### src/rtl/afv_pkg.sv
`default_nettype none
package afv_pkg;

    localparam int NUM_W = 28;
    localparam int DEN_W = 14;
    localparam int QUO_W = 14;

    localparam logic [1:0] ASPECT_NATIVE  = 2'd0;
    localparam logic [1:0] ASPECT_4_3     = 2'd1;
    localparam logic [1:0] ASPECT_STRETCH = 2'd2;

    localparam logic SCALE_FIT   = 1'b0;
    localparam logic SCALE_WHOLE = 1'b1;

    localparam logic CFG_ASPECT = 1'b0;
    localparam logic CFG_SCALE  = 1'b1;

    // everything an item carries down the pipeline
    typedef struct packed {
        logic [11:0] sw;
        logic [11:0] sh;
        logic [13:0] aw;
        logic [13:0] ah;
        logic [1:0]  am;
        logic        sm;
        logic        zero;
        logic [25:0] pa;
        logic [25:0] pb;
        logic [15:0] sn;
        logic [13:0] sd;
        logic [13:0] k;
        logic [27:0] pn;
        logic [29:0] bnsn;
        logic [15:0] bdsd;
        logic [13:0] h;
        logic [25:0] hn;
        logic [26:0] awad;
        logic [25:0] skw;
        logic        sat3;
        logic [13:0] w;
        logic [30:0] lhs;
    } t_item;

    typedef struct packed {
        logic [DEN_W-1:0] rem;
        logic [QUO_W-1:0] low;
        logic [QUO_W-1:0] quo;
        logic [DEN_W-1:0] den;
    } t_dstage;

endpackage
`default_nettype wire

### src/rtl/afv_div.sv
`default_nettype none
module afv_div #(
    parameter int SIDE_W = 1
) (
    input  wire                     i_clk,
    input  wire                     i_rst_n,
    input  wire                     i_valid,
    output logic                    o_stall,
    input  wire [afv_pkg::NUM_W-1:0] i_num,
    input  wire [afv_pkg::DEN_W-1:0] i_den,
    input  wire [SIDE_W-1:0]        i_side,
    output logic                    o_valid,
    input  wire                     i_stall,
    output logic [afv_pkg::QUO_W-1:0] o_quo,
    output logic [SIDE_W-1:0]       o_side
);
    import afv_pkg::*;

    // restoring division, one quotient bit per stage; quotient must fit QUO_W bits
    t_dstage           r_d    [QUO_W];
    logic [SIDE_W-1:0] r_side [QUO_W];
    logic              r_v    [QUO_W];
    logic [QUO_W:0]    w_en;

    assign w_en[QUO_W] = !i_stall;
    assign o_stall = !w_en[0];
    assign o_valid = r_v[QUO_W-1];
    assign o_quo   = r_d[QUO_W-1].quo;
    assign o_side  = r_side[QUO_W-1];

    genvar gi;
    generate
        for (gi = 0; gi < QUO_W; gi++) begin : g_stage
            t_dstage           w_src;
            t_dstage           n_d;
            logic [SIDE_W-1:0] w_side_src;
            logic              w_v_src;
            logic [DEN_W:0]    w_t;
            logic              w_ge;

            assign w_en[gi] = !r_v[gi] || w_en[gi+1];

            if (gi == 0) begin : g_first
                always_comb begin
                    w_src.rem = i_num[NUM_W-1:QUO_W];
                    w_src.low = i_num[QUO_W-1:0];
                    w_src.quo = '0;
                    w_src.den = i_den;
                end
                assign w_side_src = i_side;
                assign w_v_src    = i_valid;
            end else begin : g_rest
                assign w_src      = r_d[gi-1];
                assign w_side_src = r_side[gi-1];
                assign w_v_src    = r_v[gi-1];
            end

            always_comb begin
                w_t  = {w_src.rem, w_src.low[QUO_W-1]};
                w_ge = w_t >= {1'b0, w_src.den};
                n_d.rem = w_ge ? DEN_W'(w_t - {1'b0, w_src.den}) : w_t[DEN_W-1:0];
                n_d.low = {w_src.low[QUO_W-2:0], 1'b0};
                n_d.quo = {w_src.quo[QUO_W-2:0], w_ge};
                n_d.den = w_src.den;
            end

            always_ff @(posedge i_clk) begin
                if (!i_rst_n) begin
                    r_v[gi] <= 1'b0;
                end else if (w_en[gi]) begin
                    r_v[gi] <= w_v_src;
                end
            end

            always_ff @(posedge i_clk) begin
                if (w_en[gi]) begin
                    r_d[gi]    <= n_d;
                    r_side[gi] <= w_side_src;
                end
            end
        end
    endgenerate

endmodule
`default_nettype wire

### config.mk
export PLATFORM = sky130hd
export DESIGN_NAME = afv_div
export DESIGN_NICKNAME = d
export VERILOG_FILES = /design/src/rtl/afv_pkg.sv /design/src/rtl/afv_div.sv
export SDC_FILE = /design/constraint.sdc
export NUM_CORES = 1
export LEC_CHECK = 0
export BUFFER_PORTS_ARGS = -buffer_cell sky130_fd_sc_hd__buf_2
export CAP_MARGIN = 10
export CORE_MARGIN = 2
export CORE_UTILIZATION = 30
export CTS_CLUSTER_DIAMETER = 50
export DETAILED_ROUTE_END_ITERATION = 10
export PLACE_DENSITY = 0.42
export SLEW_MARGIN = 20
export SYNTH_ARGS = -nofsm -noshare
export SYNTH_HDL_FRONTEND = slang
export SYNTH_SLANG_ARGS = --single-unit
### constraint.sdc
create_clock -name i_clk -period 6.1 [get_ports i_clk]
set_input_delay 0.61 -clock i_clk [delete_from_list [all_inputs] [get_ports i_clk]]
set_output_delay 0.61 -clock i_clk [all_outputs]
set_load 0.01 [all_outputs]
* Yosys cells after proc, flatten, opt, wreduce, memory -nomap -nowiden
Memory sizes are Yosys's and may differ from the RTL's.
Cells that the tools add are included.
** Storage, ports and cells
- Flip-flop bits (word level) :: 0
- Bits in writable memories :: 798
- Input bits :: 47
- Output and inout port bits :: 17
- Word-level logic and storage cells :: 160
- Memories kept :: 3
** Memories
- r_d :: words 14, bits a word 55, read ports 14, clocked after Yosys merged registers in 0, write ports 14, RTL line afv_div.sv:20 : t_dstage r_d [QUO_W];
- r_side :: words 14, bits a word 1, read ports 14, clocked after Yosys merged registers in 0, write ports 14, RTL line afv_div.sv:21 : logic [SIDE_W-1:0] r_side [QUO_W];
- r_v :: words 14, bits a word 1, read ports 14, clocked after Yosys merged registers in 0, write ports 14, RTL line afv_div.sv:22 : logic r_v [QUO_W];
** Operators by class
- Add/subtract/negate cells :: 14
- Magnitude comparators :: 14
- Multiplexer cells :: 85
- Bitwise gates (word level) :: 14
- Reduce and logical (&&, ||, !) cells :: 30
** Operators by type and width (count)
- $ge A15 B14 Y1 :: 14
- $mux W14 :: 14
- $sub A14 B14 Y14 :: 14
- $mux W1 :: 71
- $logic_not A1 Y1 :: 16
- $logic_or A1 B1 Y1 :: 14
- $or A1 B1 Y1 :: 14

* Depth between registers and ports, before layout
An unclocked memory read counts as a cell.
- Word-level depth :: 20
- Mapped depth :: 11
- Depth with buffers taken out :: 10

* Least setup slack after synthesis
No wires, ideal clock.
- Kind :: input to output
- Start point :: input i_stall
- End point :: output o_stall
- Data arrival time :: 3799 ps
- Data required time :: 5490 ps
- Path slack :: 1691 ps
- Stages on the path :: 8
- Path buffers :: 0
- Cell sequence :: and3_1 -> inv_1 -> nor2_1 -> and3_1 -> and3_1 -> and2_1 -> nand3_1 -> inv_1
** On the way
- Word-level cells in the longest chain between the ends :: 16
** Ends and longest elaborated chain
- start: declaration :: RTL line afv_div.sv:13 : input wire i_stall,
- $logic_not A1 Y1 :: RTL line afv_div.sv:25 : assign w_en[QUO_W] = !i_stall;
- $logic_or A1 B1 Y1 (2 in series) :: RTL line afv_div.sv:41 : assign w_en[gi] = !r_v[gi] || w_en[gi+1];
- via w_en[12] :: RTL line afv_div.sv:23 : logic [QUO_W:0] w_en;
- $logic_or A1 B1 Y1 (12 in series) :: RTL line afv_div.sv:41
- via w_en[0] :: RTL line afv_div.sv:23
- $logic_not A1 Y1 :: RTL line afv_div.sv:26 : assign o_stall = !w_en[0];
- end: declaration :: RTL line afv_div.sv:8 : output logic o_stall,
The timed path passes the listed nets, and every way through them passes these cells.

==> results_dict.tcl <==
set metrics [dict create \
    status "finished, final reports clean" \
    grt_setup_unrepaired "no" \
    cts-root-to-sink-buffers 3 \
    h-tree-depth 3 \
    cts_root_buf "clkbuf_16" \
    synth_warnings 0 \
    cpMaxStageDelayCell "buf_4" \
    cellLeakagePower_uw 0.0139 \
    cp_common_cell "and3_1" \
    fmax_ghz 0.240 \
    maxSlewViolCount 0 \
    hold_path.class "input port to flip-flop" \
    max_stage_delay_ns 0.51 \
    syn_area_um2 29800 \
    grt_pass1_wl_mm 103 \
    synthAdderAreaFrac_pct 9.12 \
    path_max_fanout 45 \
    ff2ff_path_depth 9 \
    antenna_left 0 \
    synth_cell_types 74 \
    synth_edf_count 587 \
    cp_top_family "buffers and inverters" \
    clock_latency_ns 0.63 \
    synth_top_family_by_area "compound AO/OA/AOI/OAI gates" \
    cp_num_buf_inv 5 \
    clk_pin_slew_ns 0.05 \
    path_cells "and3_1, inv_2, buf_4, nor2_1, and3_1, and3_1, and2_1, nand3_2, buf_4, inv_1, buf_2" \
    cp.arrival_ns 3.56 \
    finalWirelength_mm 65.0 \
    synth_nets 2541 \
    die_area_um2 102000 \
    hold_depth 1 \
    remaining_drc_errors 0 \
    wire_per_inst_um 17.2 \
    r2r-start "r_v[1][5]$_DFFE_PP_" \
    synth_xor_area_share_pct 3.56 \
    reg2reg_setup_slack_ns 2.75 \
    skew_ns 0.0215 \
    drt_pass1_iterations 7 \
    endpoint_kind "primary output" \
    rows 115 \
    post-route-period-util_pct 68.4 \
    max-vdd-ir-drop_v 0.000214 \
    tns_ns 0 \
    syn_area_per_cell_um2 13.0 \
    cp-start-kind "flip-flop" \
    grt_pass1_vias 18300 \
    holdPathEnd "r_d[0][30]$_DFFE_PP_" \
    ys.flop_type "edfxtp_1" \
    hpwl_mm 48.6 \
    ios 64 \
    post_cts_buffers 0 \
    cts.sinks 588 \
    holdWs_ns 0.168 \
    vias 17800 \
    critPathRequiredTime_ns 5.49 \
    worstMarginPinSlew_ns 1.03 \
    io_buffers 63 \
    postCtsHoldBufs 0 \
    final_cells 3781 \
    track_usage_pct 12.7 \
    synth_mux_area_share_pct 6.07 \
    max_slew_margin_pct 31.0 \
    area_growth_pct 16.2 \
    nNetsFinal 2678 \
    post-place-cells 3620 \
    antenna_found_initial 1 \
    fp.coreArea_um2 98300 \
    synth_compound_area_share_pct 9.76 \
    numCtsBuffers 87 \
    setup.worst_path.class "flip-flop to primary output" \
    hold_viol 0 \
    yosysSeqAreaShare_pct 59.3 \
    p_per_area_nw_per_um2 520 \
    period_minus_slack_ns 4.17 \
    hp-start "i_num[2]" \
    synthArstFlopShare_pct 0 \
    cp_num_cells 11 \
    detailedRoute.firstIterationViolations 965 \
    cts_resized 0 \
    r2r-end "r_v[0][1]$_DFFE_PP_" \
    grt_overflow 0 \
    synth_simple_gate_area_share_pct 8.32 \
    drv_cap 0 \
    globalplace.congestion 0.852 \
    synth_seq_cells 588 \
    die_w_um 319 \
    cts_tree "built" \
    post-route-util_pct 35.2 \
    synth_cells 2285 \
    die_h_um 319 \
    setup_violations 0 \
    drive_gt1_share_pct 14.8 \
    grt_max_degree 46 \
    initial_core_util_pct 30.3 \
    via_per_inst 4.70 \
]
-- placed cells by master (no fill, tap or decap), drive strengths merged, types with 33 or more instances in the layout --
cell    netlist  layout
a21o         42      42
a21oi       161     161
and3         37      37
buf          16      76
clkbuf       12      99
edfxtp      587     587
ha          196     196
inv         263     278
mux2        129     129
mux2i        33      33
nand2       106     106
nand2b       44      44
nor2        105     105
o21ai        77      77
xnor2        75      75
xor2         46      46
-- Yosys cell counts (all sizes together), types with 7 or more instances --
| library cell | instances | share of area [%] |
|---|---|---|
| a211o | 7 | 0.21 |
| a211oi | 13 | 0.33 |
| a21boi | 12 | 0.33 |
| a21o | 42 | 1.1 |
| a21oi | 161 | 2.7 |
| a31oi | 17 | 0.38 |
| and2 | 16 | 0.34 |
| and3 | 37 | 0.78 |
| buf | 16 | 0.40 |
| clkbuf | 12 | 0.15 |
| edfxtp | 587 | 59 |
| fa | 13 | 0.87 |
| ha | 196 | 8.2 |
| inv | 263 | 3.3 |
| mux2 | 129 | 5.0 |
| mux2i | 33 | 1.1 |
| nand2 | 106 | 1.3 |
| nand2b | 44 | 0.93 |
| nand3 | 27 | 0.45 |
| nand3b | 10 | 0.25 |
| nand4 | 20 | 0.42 |
| nor2 | 105 | 1.3 |
| nor2b | 26 | 0.57 |
| nor3 | 20 | 0.34 |
| nor3b | 10 | 0.25 |
| nor4 | 11 | 0.25 |
| o2111ai | 7 | 0.21 |
| o211ai | 18 | 0.47 |
| o21a | 18 | 0.45 |
| o21ai | 77 | 1.3 |
| o311ai | 12 | 0.35 |
| o31ai | 10 | 0.27 |
| xnor2 | 75 | 2.2 |
| xor2 | 46 | 1.4 |
-- worst reg2reg max path, stage by stage (launching register included) --
cell and delay, ns:
edfxtp_1 0.37, and3_1 0.22, inv_2 0.04, buf_4 0.31
nor2_1 0.24, and3_1 0.25, and3_1 0.23, and2_1 0.33
nand2_2 0.64, and3_1 0.47
-- state kept, by name, indices dropped and copies added, names as in the netlist --
| signal | cells |
|---|---|
| r_d | 560 |
| r_side | 14 |
| r_v | 14 |
-- metal layers --
metal  wire, um  GRT usage, %  vias to the layer above
met1      28400          15.5                     8542
met3       2050          2.35                      117
met4       1760          4.05                        2
met2      32800          22.8                      274
li1           -             -                     8821
met5         13             0                        -
-- stage by stage --
| stage | instance area, um2 | setup slack [ns] | total power [uW] |
|---|---|---|---|
| 4_1_cts | 34600 | 1.82 | 18200 |
| 6_report | 34600 | 1.93 | 18000 |
| 3_3_place_gp | 31700 | 2.27 | 13000 |
| 3_5_place_dp | 31700 | 2.25 | 13100 |
| 2_1_floorplan | 29800 | 1.69 | 11500 |
| 5_1_grt | 34600 | 1.62 | 19200 |
-- worst max-delay path by stage --
stage / end / startpoint / slack, ns
2_1_floorplan: o_stall / i_stall / 1.69
3_3_place_gp: o_stall / i_stall / 2.27
3_5_place_dp: o_stall / i_stall / 2.25
4_1_cts: o_stall / r_v[1][5]$_DFFE_PP_ / 1.82
5_1_grt: o_stall / r_v[1][5]$_DFFE_PP_ / 1.62
6_report: o_stall / r_v[1][5]$_DFFE_PP_ / 1.93
-- where the power goes --
part	switching (uW)	total [uW]	internal (uW)
clock network	1900	4990	3090
logic	3410	6490	3080
registers	572	6500	5920
total	5880	18000	12100
-- cells by family after synthesis --
group,after synthesis
compound gates,445
xor+xnor,121
fa+ha+maj,209
simple gates,469
flops,588
mux,162
buf+inv,291
-- area by class of cell --
cell class / count / area, um2
Fill cell: 9606 / 63700
Sequential cell: 588 / 17600
Multi-Input combinational cell: 1406 / 11000
Clock buffer: 99 / 2310
Tap cell: 1287 / 1610
Inverter: 263 / 987
Clock inverter: 61 / 616
Timing Repair Buffer: 76 / 413
Antenna cell: 1 / 2.50
Power figures use the tool's default switching activity.
